## config.mk

```make
export PLATFORM = sky130hd
export DESIGN_NAME = nearest_obstacle_steering_flat
export DESIGN_NICKNAME = d
export VERILOG_FILES = /design/src/hdl/nos_pkg.sv /design/src/hdl/nos_if.sv /design/src/hdl/nos_track.sv /design/src/hdl/nos_cordic.sv /design/src/hdl/nearest_obstacle_steering.sv /design/src/flat_wrapper.sv
export SDC_FILE = /design/constraint.sdc
export NUM_CORES = 2
export LEC_CHECK = 0
export BUFFER_PORTS_ARGS = -buffer_cell sky130_fd_sc_hd__buf_2
export CORE_ASPECT_RATIO = 0.7
export CORE_MARGIN = 2
export CORE_UTILIZATION = 56
export CTS_BUF_LIST = sky130_fd_sc_hd__clkbuf_8 sky130_fd_sc_hd__clkbuf_16
export DETAILED_ROUTE_END_ITERATION = 10
export PLACE_DENSITY = 0.76
export SYNTH_ARGS = -nofsm -noshare
export SYNTH_HDL_FRONTEND = slang
export SYNTH_SLANG_ARGS = --single-unit
export TNS_END_PERCENT = 100
```

## constraint.sdc

```tcl
create_clock -name i_clk -period 18.7 [get_ports i_clk]
set_clock_uncertainty 0.1 [all_clocks]
set_input_delay 0.935 -clock i_clk [delete_from_list [all_inputs] [get_ports i_clk]]
set_output_delay 0.935 -clock i_clk [all_outputs]
set_load 0.03 [all_outputs]
```

## src/hdl/nos_pkg.sv

```systemverilog
`default_nettype none
package nos_pkg;

    localparam int IMAGE_SIDE   = 512;
    localparam int CORDIC_STEPS = 16;

    localparam int CENTRE = IMAGE_SIDE / 2;
    localparam int CW     = $clog2(IMAGE_SIDE);
    localparam int DW     = $clog2(2 * CENTRE * CENTRE + 1);
    localparam int AMW    = ((CW > 8) ? CW : 8) + 1;

    // cordic datapath
    localparam int CSH     = 10;
    localparam int XW      = $clog2(CENTRE + 1) + CSH + 3;
    localparam int ZW      = 25;
    localparam int ATAN_N  = 24;
    localparam int CORD_IW = $clog2(ATAN_N);
    localparam int NSTEP   = (CORDIC_STEPS < ATAN_N) ? CORDIC_STEPS : ATAN_N;

    // atan(2^-i) in 1/65536 degree
    localparam int ATAN_TABLE [ATAN_N] = '{
        2949120, 1740967, 919879, 466945, 234379, 117304, 58666, 29335,
        14668, 7334, 3667, 1833, 917, 458, 229, 115,
        57, 29, 14, 7, 4, 2, 1, 0
    };

    // field widths
    localparam int COLOR_W = 8;
    localparam int ANG_W   = 16;
    localparam int SPD_W   = 11;
    localparam int FOUND_W = 2;

    // configuration port
    localparam int CFG_IW = 3;
    localparam int CFG_DW = 10;
    localparam logic [CFG_IW-1:0] REG_BLUE_MAX    = 3'd0;
    localparam logic [CFG_IW-1:0] REG_GREEN_MAX   = 3'd1;
    localparam logic [CFG_IW-1:0] REG_RED_MIN     = 3'd2;
    localparam logic [CFG_IW-1:0] REG_BASE_SPEED  = 3'd3;
    localparam logic [CFG_IW-1:0] REG_STEER_GAIN  = 3'd4;
    localparam logic [CFG_IW-1:0] REG_SPEED_LIMIT = 3'd5;
    localparam logic [CFG_IW-1:0] REG_AIM_ROW     = 3'd6;

    // smoothing and gain arithmetic
    localparam int SMOOTH_PREV = 45875;
    localparam int SMOOTH_RAW  = 19661;
    localparam int MUL_AW  = 17;
    localparam int MUL_BW  = 16;
    localparam int MUL_PW  = MUL_AW + MUL_BW;
    localparam int ACC_W   = MUL_PW + 1;
    localparam int PROD_W  = 21;
    localparam int KW      = PROD_W - 8;
    localparam int SPW     = 14;

    typedef struct packed {
        logic [COLOR_W-1:0] blue_max;
        logic [COLOR_W-1:0] green_max;
        logic [COLOR_W-1:0] red_min;
    } t_thresh;

    typedef struct packed {
        logic          left_seen;
        logic          right_seen;
        logic [CW-1:0] left_col;
        logic [CW-1:0] right_col;
    } t_track;

    typedef struct packed {
        logic                    done;
        logic signed [ANG_W-1:0] angle;
    } t_cordic_res;

endpackage
`default_nettype wire

```

## src/hdl/nos_if.sv

```systemverilog
`default_nettype none
interface nos_pixel_if;
    logic                          valid;
    logic                          ready;
    logic [nos_pkg::COLOR_W-1:0]   blue;
    logic [nos_pkg::COLOR_W-1:0]   green;
    logic [nos_pkg::COLOR_W-1:0]   red;
    logic                          frame_last;
    logic                          drive_enable;

    modport source (output valid, blue, green, red, frame_last, drive_enable, input ready);
    modport sink   (input valid, blue, green, red, frame_last, drive_enable, output ready);
endinterface

interface nos_result_if;
    logic                                 valid;
    logic                                 ready;
    logic signed [nos_pkg::SPD_W-1:0]     left_speed;
    logic signed [nos_pkg::SPD_W-1:0]     right_speed;
    logic signed [nos_pkg::ANG_W-1:0]     heading_error_fine;
    logic [nos_pkg::FOUND_W-1:0]          obstacles_found;

    modport source (output valid, left_speed, right_speed, heading_error_fine,
                    obstacles_found, input ready);
    modport sink   (input valid, left_speed, right_speed, heading_error_fine,
                    obstacles_found, output ready);
endinterface

interface nos_cfg_if;
    logic                          valid;
    logic                          ready;
    logic [nos_pkg::CFG_IW-1:0]    index;
    logic [nos_pkg::CFG_DW-1:0]    data;

    modport source (output valid, index, data, input ready);
    modport sink   (input valid, index, data, output ready);
endinterface
`default_nettype wire

```

## src/hdl/nos_track.sv

```systemverilog
`default_nettype none
module nos_track (
    input  logic                          i_clk,
    input  logic                          i_rst_n,
    input  logic                          i_beat,
    input  logic [nos_pkg::COLOR_W-1:0]   i_blue,
    input  logic [nos_pkg::COLOR_W-1:0]   i_green,
    input  logic [nos_pkg::COLOR_W-1:0]   i_red,
    input  logic                          i_last,
    input  logic                          i_clear,
    input  nos_pkg::t_thresh              i_thresh,
    output nos_pkg::t_track               o_track
);

    localparam int CW = nos_pkg::CW;
    localparam int DW = nos_pkg::DW;
    localparam logic [DW-1:0] C2 = DW'(nos_pkg::CENTRE * nos_pkg::CENTRE);
    localparam logic [CW-1:0] LAST_POS = CW'(nos_pkg::IMAGE_SIDE - 1);
    localparam logic [CW-1:0] CEN = CW'(nos_pkg::CENTRE);

    logic [CW-1:0] r_col, n_col, r_row, n_row;
    logic [DW-1:0] r_dx2, n_dx2, r_dy2, n_dy2;
    logic [DW-1:0] r_lbest, n_lbest, r_rbest, n_rbest;
    logic [CW-1:0] r_lcol, n_lcol, r_rcol, n_rcol;
    logic          r_lseen, n_lseen, r_rseen, n_rseen;

    logic                 hit;
    logic [DW-1:0]        cur_dist;
    logic signed [CW:0]   dcol, drow;
    logic signed [DW:0]   dx2_next, dy2_next;

    assign hit = (i_blue <= i_thresh.blue_max) && (i_green <= i_thresh.green_max) &&
                 (i_red >= i_thresh.red_min);
    assign cur_dist = r_dx2 + r_dy2;

    // squares tracked incrementally: (d+1)^2 = d^2 + 2d + 1
    assign dcol = $signed({1'b0, r_col}) - $signed({1'b0, CEN});
    assign drow = $signed({1'b0, r_row}) - $signed({1'b0, CEN});
    assign dx2_next = $signed({1'b0, r_dx2}) + (DW+1)'($signed({dcol, 1'b1}));
    assign dy2_next = $signed({1'b0, r_dy2}) + (DW+1)'($signed({drow, 1'b1}));

    always_comb begin
        n_col   = r_col;
        n_row   = r_row;
        n_dx2   = r_dx2;
        n_dy2   = r_dy2;
        n_lbest = r_lbest;
        n_rbest = r_rbest;
        n_lcol  = r_lcol;
        n_rcol  = r_rcol;
        n_lseen = r_lseen;
        n_rseen = r_rseen;
        if (i_beat) begin
            if (hit && (r_row < CEN)) begin
                if (r_col < CEN) begin
                    if (!r_lseen || (cur_dist < r_lbest)) begin
                        n_lbest = cur_dist;
                        n_lcol  = r_col;
                        n_lseen = 1'b1;
                    end
                end else begin
                    if (!r_rseen || (cur_dist < r_rbest)) begin
                        n_rbest = cur_dist;
                        n_rcol  = r_col;
                        n_rseen = 1'b1;
                    end
                end
            end
            if (i_last) begin
                n_col = '0;
                n_row = '0;
                n_dx2 = C2;
                n_dy2 = C2;
            end else if (r_col == LAST_POS) begin
                n_col = '0;
                n_dx2 = C2;
                if (r_row == LAST_POS) begin
                    n_row = '0;
                    n_dy2 = C2;
                end else begin
                    n_row = r_row + CW'(1);
                    n_dy2 = dy2_next[DW-1:0];
                end
            end else begin
                n_col = r_col + CW'(1);
                n_dx2 = dx2_next[DW-1:0];
            end
        end
        if (i_clear) begin
            n_lbest = '1;
            n_rbest = '1;
            n_lcol  = '0;
            n_rcol  = '0;
            n_lseen = 1'b0;
            n_rseen = 1'b0;
        end
    end

    always_ff @(posedge i_clk) begin
        if (!i_rst_n) begin
            r_col   <= '0;
            r_row   <= '0;
            r_dx2   <= C2;
            r_dy2   <= C2;
            r_lbest <= '1;
            r_rbest <= '1;
            r_lcol  <= '0;
            r_rcol  <= '0;
            r_lseen <= 1'b0;
            r_rseen <= 1'b0;
        end else begin
            r_col   <= n_col;
            r_row   <= n_row;
            r_dx2   <= n_dx2;
            r_dy2   <= n_dy2;
            r_lbest <= n_lbest;
            r_rbest <= n_rbest;
            r_lcol  <= n_lcol;
            r_rcol  <= n_rcol;
            r_lseen <= n_lseen;
            r_rseen <= n_rseen;
        end
    end

    assign o_track.left_seen  = r_lseen;
    assign o_track.right_seen = r_rseen;
    assign o_track.left_col   = r_lcol;
    assign o_track.right_col  = r_rcol;

endmodule
`default_nettype wire

```

## src/hdl/nos_cordic.sv

```systemverilog
`default_nettype none
module nos_cordic (
    input  logic                          i_clk,
    input  logic                          i_rst_n,
    input  logic                          i_start,
    input  logic signed [nos_pkg::CW:0]   i_dx,
    input  logic [nos_pkg::CW-1:0]        i_dy,
    output nos_pkg::t_cordic_res          o_res
);

    localparam int CW  = nos_pkg::CW;
    localparam int XW  = nos_pkg::XW;
    localparam int ZW  = nos_pkg::ZW;
    localparam int IW  = nos_pkg::CORD_IW;
    localparam int CSH = nos_pkg::CSH;
    localparam logic [IW-1:0] I_LAST = IW'(nos_pkg::NSTEP - 1);

    logic                 r_busy, r_done;
    logic [IW-1:0]        r_i;
    logic signed [XW-1:0] r_x, r_y;
    logic signed [ZW-1:0] r_z;

    logic signed [XW-1:0] xs, ys;
    logic signed [ZW-1:0] ang, zr;

    // one shift-add step per cycle, shifts floor
    assign xs  = r_x >>> r_i;
    assign ys  = r_y >>> r_i;
    assign ang = ZW'(nos_pkg::ATAN_TABLE[r_i]);

    always_ff @(posedge i_clk) begin
        if (!i_rst_n) begin
            r_busy <= 1'b0;
            r_done <= 1'b0;
            r_i    <= '0;
        end else begin
            r_done <= 1'b0;
            if (i_start) begin
                r_busy <= 1'b1;
                r_i    <= '0;
            end else if (r_busy) begin
                if (r_i == I_LAST) begin
                    r_busy <= 1'b0;
                    r_done <= 1'b1;
                end else begin
                    r_i <= r_i + IW'(1);
                end
            end
        end
    end

    always_ff @(posedge i_clk) begin
        if (i_start) begin
            r_x <= $signed({{(XW-CW-CSH){1'b0}}, i_dy, {CSH{1'b0}}});
            r_y <= $signed({{(XW-CW-CSH-1){i_dx[CW]}}, i_dx, {CSH{1'b0}}});
            r_z <= '0;
        end else if (r_busy) begin
            if (!r_y[XW-1]) begin
                r_x <= r_x + ys;
                r_y <= r_y - xs;
                r_z <= r_z + ang;
            end else begin
                r_x <= r_x - ys;
                r_y <= r_y + xs;
                r_z <= r_z - ang;
            end
        end
    end

    // round to 1/256 degree
    assign zr = r_z + ZW'(128);
    assign o_res.done  = r_done;
    assign o_res.angle = zr[8 +: nos_pkg::ANG_W];

endmodule
`default_nettype wire

```

## src/hdl/nearest_obstacle_steering.sv

```systemverilog
`default_nettype none
// Pixels of one square frame stream in on i_pix in raster order, one beat per cycle, and the
// block keeps the obstacle-coloured pixel nearest the image centre in the top half, once for
// the left and once for the right side. On the beat that carries frame_last it stops taking
// pixels while one shared shift-add unit runs the CORDIC atan2 (one step per cycle,
// CORDIC_STEPS steps) and one multiplier does the smoothing and gain in turn: i_pix.ready is
// low through the init state, the CORDIC when both sides were found, the two smoothing
// products, the gain product and the output state, longer only if the previous result beat
// is still waiting on o_res. The result register lets the next frame stream in while a
// result waits. Configuration beats on i_cfg are always taken; write them between frames.
module nearest_obstacle_steering (
    input  logic          i_clk,
    input  logic          i_rst_n,
    nos_pixel_if.sink     i_pix,
    nos_result_if.source  o_res,
    nos_cfg_if.sink       i_cfg
);

    localparam int CW     = nos_pkg::CW;
    localparam int AMW    = nos_pkg::AMW;
    localparam int ANG_W  = nos_pkg::ANG_W;
    localparam int ACC_W  = nos_pkg::ACC_W;
    localparam int PROD_W = nos_pkg::PROD_W;
    localparam int KW     = nos_pkg::KW;
    localparam int SPW    = nos_pkg::SPW;
    localparam int SPD_W  = nos_pkg::SPD_W;

    localparam logic [2:0] S_IDLE = 3'd0;
    localparam logic [2:0] S_INIT = 3'd1;
    localparam logic [2:0] S_CORD = 3'd2;
    localparam logic [2:0] S_MUL0 = 3'd3;
    localparam logic [2:0] S_MUL1 = 3'd4;
    localparam logic [2:0] S_GAIN = 3'd5;
    localparam logic [2:0] S_OUT  = 3'd6;

    // configuration registers
    logic [7:0] r_blue_max, r_green_max, r_red_min, r_aim_row;
    logic [9:0] r_base_speed, r_speed_limit;
    logic [3:0] r_steer_gain;

    logic [2:0]                    r_state, n_state;
    logic [nos_pkg::FOUND_W-1:0]   r_found;
    logic                          r_drive;
    logic signed [ANG_W-1:0]       r_raw, r_prev;
    logic signed [ACC_W-1:0]       r_acc;
    logic signed [PROD_W-1:0]      r_prod;

    logic                          r_out_valid;
    logic signed [SPD_W-1:0]       r_left, r_right;
    logic signed [ANG_W-1:0]       r_heading;
    logic [nos_pkg::FOUND_W-1:0]   r_out_found;

    logic pix_beat, cfg_beat, load_out, both_seen;

    nos_pkg::t_thresh     thresh;
    nos_pkg::t_track      track;
    nos_pkg::t_cordic_res cres;

    logic [CW:0]              mid_sum;
    logic [CW-1:0]            mid;
    logic signed [CW:0]       dx;
    logic [CW-1:0]            dy;
    logic [AMW-1:0]           aim_ext, cen_ext, dy_full;

    logic signed [nos_pkg::MUL_AW-1:0] mul_a;
    logic signed [nos_pkg::MUL_BW-1:0] mul_b;
    logic signed [nos_pkg::MUL_PW-1:0] prod;
    logic signed [ANG_W-1:0]           smooth_new;

    logic signed [PROD_W-1:0] kq;
    logic signed [KW-1:0]     k;
    logic signed [SPW-1:0]    base_s, k_s, lim_s, l_raw, r_rawspd;
    logic signed [SPD_W-1:0]  l_clamp, r_clamp;

    function automatic logic signed [SPD_W-1:0] clamp_speed(
        input logic signed [SPW-1:0] v,
        input logic signed [SPW-1:0] lim
    );
        logic signed [SPW-1:0] res;
        res = v;
        if (v > lim) begin
            res = lim;
        end else if (v < -lim) begin
            res = -lim;
        end
        return res[SPD_W-1:0];
    endfunction

    assign pix_beat    = i_pix.valid && i_pix.ready;
    assign cfg_beat    = i_cfg.valid && i_cfg.ready;
    assign i_pix.ready = (r_state == S_IDLE);
    assign i_cfg.ready = 1'b1;

    always_ff @(posedge i_clk) begin
        if (!i_rst_n) begin
            r_blue_max    <= 8'd50;
            r_green_max   <= 8'd50;
            r_red_min     <= 8'd200;
            r_base_speed  <= 10'd100;
            r_steer_gain  <= 4'd1;
            r_speed_limit <= 10'd300;
            r_aim_row     <= 8'd10;
        end else if (cfg_beat) begin
            unique case (i_cfg.index)
                nos_pkg::REG_BLUE_MAX:    r_blue_max    <= i_cfg.data[7:0];
                nos_pkg::REG_GREEN_MAX:   r_green_max   <= i_cfg.data[7:0];
                nos_pkg::REG_RED_MIN:     r_red_min     <= i_cfg.data[7:0];
                nos_pkg::REG_BASE_SPEED:  r_base_speed  <= i_cfg.data[9:0];
                nos_pkg::REG_STEER_GAIN:  r_steer_gain  <= i_cfg.data[3:0];
                nos_pkg::REG_SPEED_LIMIT: r_speed_limit <= i_cfg.data[9:0];
                nos_pkg::REG_AIM_ROW:     r_aim_row     <= i_cfg.data[7:0];
                default: ;
            endcase
        end
    end

    assign thresh.blue_max  = r_blue_max;
    assign thresh.green_max = r_green_max;
    assign thresh.red_min   = r_red_min;

    nos_track u_track (
        .i_clk    (i_clk),
        .i_rst_n  (i_rst_n),
        .i_beat   (pix_beat),
        .i_blue   (i_pix.blue),
        .i_green  (i_pix.green),
        .i_red    (i_pix.red),
        .i_last   (i_pix.frame_last),
        .i_clear  (r_state == S_INIT),
        .i_thresh (thresh),
        .o_track  (track)
    );

    // aim geometry
    assign both_seen = track.left_seen && track.right_seen;
    assign mid_sum   = {1'b0, track.left_col} + {1'b0, track.right_col};
    assign mid       = mid_sum[CW:1];
    assign dx        = $signed({1'b0, mid}) - $signed((CW+1)'(nos_pkg::CENTRE));
    assign aim_ext   = AMW'(r_aim_row);
    assign cen_ext   = AMW'(nos_pkg::CENTRE);
    assign dy_full   = cen_ext - aim_ext;
    // aim row at or below centre saturates to one
    assign dy        = (aim_ext >= cen_ext) ? CW'(1) : dy_full[CW-1:0];

    nos_cordic u_cordic (
        .i_clk   (i_clk),
        .i_rst_n (i_rst_n),
        .i_start ((r_state == S_INIT) && both_seen),
        .i_dx    (dx),
        .i_dy    (dy),
        .o_res   (cres)
    );

    // shared multiplier
    assign smooth_new = $signed(r_acc[16 +: ANG_W]);

    always_comb begin
        case (r_state)
            S_MUL0: begin
                mul_a = nos_pkg::MUL_AW'(nos_pkg::SMOOTH_PREV);
                mul_b = r_prev;
            end
            S_MUL1: begin
                mul_a = nos_pkg::MUL_AW'(nos_pkg::SMOOTH_RAW);
                mul_b = r_raw;
            end
            default: begin
                mul_a = $signed({{(nos_pkg::MUL_AW-4){1'b0}}, r_steer_gain});
                mul_b = smooth_new;
            end
        endcase
    end

    assign prod = mul_a * mul_b;

    // gain term truncates toward zero
    assign kq     = r_prod + (r_prod[PROD_W-1] ? PROD_W'(255) : PROD_W'(0));
    assign k      = kq[PROD_W-1:8];
    assign base_s = $signed({{(SPW-10){1'b0}}, r_base_speed});
    assign lim_s  = $signed({{(SPW-10){1'b0}}, r_speed_limit});
    assign k_s    = SPW'(k);
    assign l_raw  = base_s - k_s;
    assign r_rawspd = -(base_s + k_s);
    assign l_clamp  = clamp_speed(l_raw, lim_s);
    assign r_clamp  = clamp_speed(r_rawspd, lim_s);

    assign load_out = (r_state == S_OUT) && (!r_out_valid || o_res.ready);

    always_comb begin
        n_state = r_state;
        unique case (r_state)
            S_IDLE: if (pix_beat && i_pix.frame_last) n_state = S_INIT;
            S_INIT: n_state = both_seen ? S_CORD : S_MUL0;
            S_CORD: if (cres.done) n_state = S_MUL0;
            S_MUL0: n_state = S_MUL1;
            S_MUL1: n_state = S_GAIN;
            S_GAIN: n_state = S_OUT;
            S_OUT:  if (load_out) n_state = S_IDLE;
            default: n_state = S_IDLE;
        endcase
    end

    always_ff @(posedge i_clk) begin
        if (!i_rst_n) begin
            r_state     <= S_IDLE;
            r_prev      <= '0;
            r_out_valid <= 1'b0;
        end else begin
            r_state <= n_state;
            if (r_state == S_GAIN) begin
                r_prev <= smooth_new;
            end
            if (load_out) begin
                r_out_valid <= 1'b1;
            end else if (o_res.ready) begin
                r_out_valid <= 1'b0;
            end
        end
    end

    always_ff @(posedge i_clk) begin
        if (pix_beat && i_pix.frame_last) begin
            r_drive <= i_pix.drive_enable;
        end
        if (r_state == S_INIT) begin
            r_found <= {track.right_seen, track.left_seen};
            if (!both_seen) begin
                r_raw <= (track.left_seen || track.right_seen) ? r_prev : '0;
            end
        end
        if ((r_state == S_CORD) && cres.done) begin
            r_raw <= cres.angle;
        end
        if (r_state == S_MUL0) begin
            r_acc <= ACC_W'(prod);
        end
        if (r_state == S_MUL1) begin
            r_acc <= r_acc + ACC_W'(prod);
        end
        if (r_state == S_GAIN) begin
            r_prod <= prod[PROD_W-1:0];
        end
        if (load_out) begin
            r_left      <= r_drive ? l_clamp : '0;
            r_right     <= r_drive ? r_clamp : '0;
            r_heading   <= r_prev;
            r_out_found <= r_found;
        end
    end

    assign o_res.valid              = r_out_valid;
    assign o_res.left_speed         = r_left;
    assign o_res.right_speed        = r_right;
    assign o_res.heading_error_fine = r_heading;
    assign o_res.obstacles_found    = r_out_found;

endmodule
`default_nettype wire

```

## src/flat_wrapper.sv

```systemverilog
// flat-port wrapper written by rule: the top's interface ports become plain ports
module nearest_obstacle_steering_flat 
  (i_clk, i_rst_n, i_pix_valid, i_pix_blue, i_pix_green, i_pix_red, i_pix_frame_last, i_pix_drive_enable, i_pix_ready, o_res_valid, o_res_left_speed, o_res_right_speed, o_res_heading_error_fine, o_res_obstacles_found, o_res_ready, i_cfg_valid, i_cfg_index, i_cfg_data, i_cfg_ready);
  nos_pixel_if i_pix_i ();
  nos_result_if o_res_i ();
  nos_cfg_if i_cfg_i ();
  input  logic i_clk;
  input  logic i_rst_n;
  input wire logic [$bits(i_pix_i.valid)-1:0] i_pix_valid;
  input wire logic [$bits(i_pix_i.blue)-1:0] i_pix_blue;
  input wire logic [$bits(i_pix_i.green)-1:0] i_pix_green;
  input wire logic [$bits(i_pix_i.red)-1:0] i_pix_red;
  input wire logic [$bits(i_pix_i.frame_last)-1:0] i_pix_frame_last;
  input wire logic [$bits(i_pix_i.drive_enable)-1:0] i_pix_drive_enable;
  output wire logic [$bits(i_pix_i.ready)-1:0] i_pix_ready;
  output wire logic [$bits(o_res_i.valid)-1:0] o_res_valid;
  output wire logic [$bits(o_res_i.left_speed)-1:0] o_res_left_speed;
  output wire logic [$bits(o_res_i.right_speed)-1:0] o_res_right_speed;
  output wire logic [$bits(o_res_i.heading_error_fine)-1:0] o_res_heading_error_fine;
  output wire logic [$bits(o_res_i.obstacles_found)-1:0] o_res_obstacles_found;
  input wire logic [$bits(o_res_i.ready)-1:0] o_res_ready;
  input wire logic [$bits(i_cfg_i.valid)-1:0] i_cfg_valid;
  input wire logic [$bits(i_cfg_i.index)-1:0] i_cfg_index;
  input wire logic [$bits(i_cfg_i.data)-1:0] i_cfg_data;
  output wire logic [$bits(i_cfg_i.ready)-1:0] i_cfg_ready;
  assign i_pix_i.valid = i_pix_valid;
  assign i_pix_i.blue = i_pix_blue;
  assign i_pix_i.green = i_pix_green;
  assign i_pix_i.red = i_pix_red;
  assign i_pix_i.frame_last = i_pix_frame_last;
  assign i_pix_i.drive_enable = i_pix_drive_enable;
  assign i_pix_ready = i_pix_i.ready;
  assign o_res_valid = o_res_i.valid;
  assign o_res_left_speed = o_res_i.left_speed;
  assign o_res_right_speed = o_res_i.right_speed;
  assign o_res_heading_error_fine = o_res_i.heading_error_fine;
  assign o_res_obstacles_found = o_res_i.obstacles_found;
  assign o_res_i.ready = o_res_ready;
  assign i_cfg_i.valid = i_cfg_valid;
  assign i_cfg_i.index = i_cfg_index;
  assign i_cfg_i.data = i_cfg_data;
  assign i_cfg_ready = i_cfg_i.ready;
  nearest_obstacle_steering u_core (.i_clk(i_clk), .i_rst_n(i_rst_n), .i_pix(i_pix_i), .o_res(o_res_i), .i_cfg(i_cfg_i));
endmodule
```

Word level (Yosys, flattened, before mapping)

Memories as Yosys holds them, arrays and structs flattened.
Cells that the tools add are included.

Div/mod/pow operators: 0
Muxes and demuxes: 44
$lt $le $gt $ge: 13
Equal/unequal tests: 19
Add/sub/neg operators: 24
Bitwise logic cells: 6
Reduce and logical (&&, ||, !) cells: 41
Shift-type cells: 2
Multiply operators: 1

Operators by type and width:

| kind                    | count |
|---|---|
| $mux W18                | 5 |
| $mux W22                | 4 |
| $mux W25                | 3 |
| $mux W34                | 2 |
| $mux W16                | 4 |
| $pmux W16 S2            | 2 |
| $mux W9                 | 6 |
| $add A22 B22 Y22        | 2 |
| $sshr A22 B5 Y22        | 2 |
| $sub A22 B22 Y22        | 2 |
| $mux W19                | 2 |
| $add A18 B11 Y18        | 2 |
| $lt A18 B18 Y1          | 2 |
| $add A34 B33 Y34        | 1 |
| $mul A17 B16 Y33        | 1 |
| $sub A9 B9 Y10 const B  | 3 |
| $gt A14 B11 Y1          | 2 |
| $lt A14 B14 Y1          | 2 |
| $add A25 B25 Y25        | 1 |
| $sub A25 B25 Y25        | 1 |
| $add A24 B9 Y24 const B | 1 |
| $mux W11                | 2 |
| $add A21 B9 Y21         | 1 |
| $pmux W3 S7             | 1 |
| 37 further kinds        | 96 |

Input bits: 44
Latch bits: 0
Word-level logic and storage cells: 190
Bits in writable memories: 0
Memories: 1
Register bits: 376
Bits in read-only memories: 1024
Output and inout port bits: 43

Memories:

| name             | words | bits a word | rd ports | clocked after Yosys merged registers in | write ports | RTL line         | text |
|---|---|---|---|---|---|---|---|
| (name not given) | 32    | 32          | 1        | 0                                       | 0           | nos_cordic.sv:29 | `assign ang = ZW'(nos_pkg::ATAN_TABLE[r_i]);` |

Logic depth before layout (Yosys ltp)

Depth after elaboration: 7
Depth in mapped cells: 39
Depth with buffers taken out: 36

By module

A second synthesis with hierarchy kept.

Cells, all modules: 4488
Area, all modules: 38383.1 um2

Modules (own cells, without submodules):

| module                    | times used | sequential area each (um2) | cells an instance | area each (um2) |
|---|---|---|---|---|
| nearest_obstacle_steering | 1          | 4884.7                     | 2132              | 19447.4 |
| nos_cordic                | 1          | 1711.6                     | 1332              | 10721.5 |
| nos_track                 | 1          | 2202.1                     | 1024              | 8214.1 |

Worst setup path after synthesis

OpenSTA, ideal clock, no wires.

Kind: register to register
From: reg u_core.r_state[0]
To: reg u_core.r_acc[31] (data pin)
Arrival: 8.390 ns
Stages on the path, launching flop included: 37
Slack: 9.942 ns
Library setup time: 0.268 ns
Path buffers: 4
Path through: dfxtp_1 > nor2_1 > and2_1 > clkbuf_1 > clkbuf_1 > buf_1 > nand2_1 > nand2_1 > ha_1 > inv_1 > fa_1 > inv_1 > fa_1 > inv_1 > fa_1 > inv_1 > fa_1 > fa_1 > ha_1 > clkbuf_1 > a21oi_1 > a21oi_1 > a211o_1 > nor2b_1 > or4b_1 > a31o_2 > a21oi_1 > xnor2_1 > ha_1 > nand4_1 > nor2_1 > a41oi_1 > o31a_1 > a31oi_1 > o21ai_0 > mux2i_1 > xnor3_1

Longest elaborated chain between the ends: 5
Elaborated cells between the ends (all ways): 8

RTL lines:

| what                                                | RTL line                                                           | text |
|---|---|---|
| start: declaration                                  | nearest_obstacle_steering.sv:41                                    | `logic [2:0] r_state, n_state;` |
| start signal: assignment                            | nearest_obstacle_steering.sv:209                                   | `r_state <= n_state;` |
| $eq A3 B3 Y1 / $eq A3 B2 Y1 (equally long branches) | nearest_obstacle_steering.sv:158, nearest_obstacle_steering.sv:237 |  |
| $pmux W16 S2                                        | nearest_obstacle_steering.sv:158                                   | `case (r_state)` |
| $mul A17 B16 Y33                                    | nearest_obstacle_steering.sv:174                                   | `assign prod = mul_a * mul_b;` |
| $add A34 B33 Y34 / $mux W34 (equally long branches) | nearest_obstacle_steering.sv:238, nearest_obstacle_steering.sv:234 |  |
| $mux W34 (*)                                        | nearest_obstacle_steering.sv:237                                   | `if (r_state == S_MUL1) begin` |
| end signal: assignment                              | nearest_obstacle_steering.sv:235                                   | `r_acc <= ACC_W'(prod);` |
| end signal: assignment                              | nearest_obstacle_steering.sv:238                                   | `r_acc <= r_acc + ACC_W'(prod);` |
| end: declaration                                    | nearest_obstacle_steering.sv:45                                    | `logic signed [ACC_W-1:0] r_acc;` |

Mark *: on every way between the ends. The rest lies on a longest branch, timed or not. The select of a mux whose other input is x is not followed.
A chain may end at the register's enable or synchronous reset.

Final worst setup path

From: reg u_core.r_state[0]
To: reg u_core.r_acc[30] (data pin)

Longest elaborated chain between the ends: 5
Elaborated cells between the ends (all ways): 8

RTL lines:

| what                                                | RTL line                         | text |
|---|---|---|
| $eq A3 B3 Y1 / $eq A3 B2 Y1 (equally long branches) | nearest_obstacle_steering.sv:158 |  |
| $pmux W16 S2                                        | nearest_obstacle_steering.sv:158 |  |
| $mul A17 B16 Y33 (*)                                | nearest_obstacle_steering.sv:174 |  |
| named net u_core.prod, one bit                      | nearest_obstacle_steering.sv:67  | `logic signed [nos_pkg::MUL_PW-1:0] prod;` |
| $add A34 B33 Y34 (*)                                | nearest_obstacle_steering.sv:238 |  |
| $mux W34 (*)                                        | nearest_obstacle_steering.sv:237 |  |

Mark *: on every way through the listed nets, which the timed path passes. The rest lies on a longest branch. The select of a mux whose other input is x is not followed.

==> qor.yml <==
run_status:
  run_status: "completed"
yosys:
  seq_area_frac_synth_pct: 23.5
  synthTopCellsByArea: "ha_1, dfxtp_1, edfxtp_1, fa_1, nand2_1"
  yosys.area_share.adder_pct: 23.5
  syn_avg_cell_area_sq_um: 8.74
  synth_xor_area_share_pct: 6.48
  syn_area_sq_um: 37400
  post-synth-top-area-cell: "ha_1"
  synth-compound-area-share_pct: 18.4
  synth_top_family_by_area: "adder cells"
  ys_seq_elements: 373
  ys.flop_type: "dfxtp_1"
  syn_inst: 4276
  synthDistinctLibCells: 105
  ys_warn_count: 0
  synth.mux.area_fraction_pct: 7.28
  synth_edf_count: 133
  synth_top_area_share_pct: 14.8
  async_reset_ff_share_pct: 0
  yosys.area_share.simple_pct: 14.4
floorplan:
  die_w_um: 313
  die_area_sq_um: 68900
  fp.coreArea_sq_um: 66200
  initial_utilization_pct: 56.4
  rows: 79
  pin_count: 87
  fp.dieH_um: 220
grt:
  grt_pass1_wl_um: 159000
  met3_usage_pct: 6.10
  antenna_found_initial: 3
  track_usage_pct: 28.6
  use_met2_pct: 39.6
  grt.overflow.total: 0
  grt_pass1_vias: 28700
  met1_usage_pct: 45.2
  grt_max_degree: 68
  grt.busiest_layer: "met1"
routing:
  avgRoutedWirePerCell_um: 19.2
  drt_iter0_drc: 3173
  vias: 31700
  firstDrtPassIters: 6
  final_antenna_net_count: 0
  via_per_inst: 6.10
  wl_um: 99800
  drc_errors: 0
min_path:
  hold_class: "flop to flop"
placement:
  pre_cts_ws_ns: 8.67
  dpl-instance-area_sq_um: 38400
  place_hpwl_um: 76800
  gp_congestion: 1.02
  io_buffers: 85
power:
  p_int_uw: 1800
  switching_share_pct: 35.4
  switching_power_uw: 988
  p_seq_share_pct: 33.9
  power_density_nw_per_um2: 69.9
  clkPwrFrac_pct: 32.3
  ir_worst_vdd_mv: 0.0678
  p_comb_share_pct: 33.8
  p_leak_uw: 0.0187
cells_and_area:
  final_common_cell: "nand2_1"
  final_cell_mix: "nand2_1, ha_1, inv_1, a21oi_1, nor2_1"
  final_core_util_pct: 60.3
  fin_area_sq_um: 39900
  layout.nets: 4914
  area_growth_pct: 6.77
  drive_above_1_share_pct: 6.91
clock_network:
  clock-sinks: 373
  htreeDepth: 2
  postCtsSetupBuffers: 0
  root_buffer: "clkbuf_16"
  numCtsBuffers: 41
  clk_latency_ns: 0.61
  path_clk_slew_ns: 0.07
  hold_buffers: 0
  clock_path_buffers: 3
  cts_tree: "yes"
  cts_resized: 0
sta:
  setup_slack_ns: 8.43
  fmax_ghz: 0.0974
  finalSetupTns_ns: 0
  setup_viol: 0
  period_share_pct: 54.9
  rsz0062_at_grt: "false"
  final.min_clock_period_ns: 10.27
  hold_viol: 0
  relSlewSlack_pct: 21.0
  slew_violations: 0
  worstMarginPinSlew_ns: 1.18
  hold-worst-slack_ns: 0.356
worst_setup_path:
  crit_path_end_kind: "flop"
  required_ns: 18.95
  cp_max_fo: 67
  r2r_setup_slack_ns: 8.43
  cp_slowest_cell: "a2111oi_0"
  crit_type: "flop to flop"
  critPathMaxStageDelay_ns: 0.86
  critPathLaunchType: "flop"
  crit_arrival_ns: 10.52
  cp_common_cell: "fa_1"
job:
  drv_cap: 0
-- through the flow --
stage	std cells	total power [uW]
after CTS	5190	2790
after floorplan	4277	1670
after detailed placement	5114	1880
after global routing	5192	2950
final	5192	2790
after global placement	5114	1860
-- power by group through the flow --
stage / combinational, uW / sequential (uW) / clock (uW)
2_1_floorplan: 729 / 939 / 0
3_3_place_gp: 897 / 960 / 0
3_5_place_dp: 918 / 961 / 0
4_1_cts: 928 / 944 / 916
5_1_grt: 1050 / 951 / 947
6_report: 942 / 946 / 900
-- registers in the layout, indices dropped and copies added (netlist names), 9 cells and up --
| register | count |
|---|---|
| u_core.r_raw | 16 |
| u_core.o_res.left_speed | 11 |
| u_core.r_base_speed | 10 |
| u_core.u_track.r_rcol | 9 |
| u_core.u_track.r_lbest | 18 |
| u_core.u_track.r_dx2 | 18 |
| u_core.r_acc | 32 |
| u_core.u_track.r_lcol | 9 |
| u_core.o_res.heading_error_fine | 16 |
| u_core.r_prev | 16 |
| u_core.r_speed_limit | 10 |
| u_core.u_track.r_rbest | 18 |
| u_core.o_res.right_speed | 11 |
| u_core.u_cordic.r_y | 22 |
| u_core.u_track.r_row | 9 |
| u_core.u_track.r_col | 9 |
| u_core.u_cordic.r_x | 22 |
| u_core.u_cordic.r_z | 24 |
| u_core.r_prod | 21 |
| u_core.u_track.r_dy2 | 18 |
-- synthesized netlist by cell type, drive strengths merged (10+ instances only) --
cell type  count
o22ai         28
or2           15
nand4         35
nor2         299
nand2        443
and2          32
a211o         11
a31oi         40
a22oi         23
o211ai        41
dfxtp        240
ha           441
a21boi        12
mux2i        147
nor2b         40
inv          422
o21bai        42
nand2b        42
o21ai        177
o21a          46
nor3          62
o31ai         31
edfxtp       133
mux2          19
o2111ai       10
o32ai         11
a21o         113
clkbuf       112
buf           55
a21oi        314
xor2         118
nand3         85
xnor2        156
a22o          17
o31a          18
or3           16
fa           163
mux4          44
a211oi        46
and3          48
-- worst max-delay path: cells and delay by family (launching register included) --
| family | cells | cell delay, ns |
|---|---|---|
| flops | 1 | 0.42 |
| compound gates | 13 | 3.46 |
| simple gates | 6 | 1.45 |
| xor+xnor | 1 | 0.24 |
| buf+inv | 4 | 0.77 |
| fa+ha+maj | 8 | 3.56 |
-- cell families (layout without fill, tap and decap cells) --
family | after synthesis | count (layout)
mux | 210 | 210
compound gates | 1056 | 1056
other cells | 2 | 5
xor+xnor | 275 | 275
buf+inv | 592 | 614
flops | 373 | 373
fa+ha+maj | 604 | 604
simple gates | 1164 | 1164
-- path summary, 6_finish.rpt --
kind / start / end / depth (start not counted)
setup reg to reg: u_core.r_state[0] / u_core.r_acc[30] / 32
hold reg to reg: u_core.r_found[1] / u_core.o_res.obstacles_found[1] / 0
hold / removal: u_core.r_found[1] / u_core.o_res.obstacles_found[1] / 0
setup / recovery: u_core.r_state[0] / u_core.r_acc[30] / 32
-- cell type report --
type / instances / area, sq um
diodes: 2 / 5.00
clock buffers: 48 / 1140
clock inverters: 28 / 339
fillers: 5749 / 26300
inverters: 425 / 1600
multi-input cells: 3312 / 26300
flip-flops and latches: 373 / 8810
well taps: 891 / 1110
repair buffers: 113 / 636
-- metal layers --
metal  up-vias  share of wire [%]
li1      15100                  -
met1     15100                 49
met2      1372                 39
met3       103                 10
met4         4                1.5
met5         -              0.027
(Power assumes the default switching activity.)
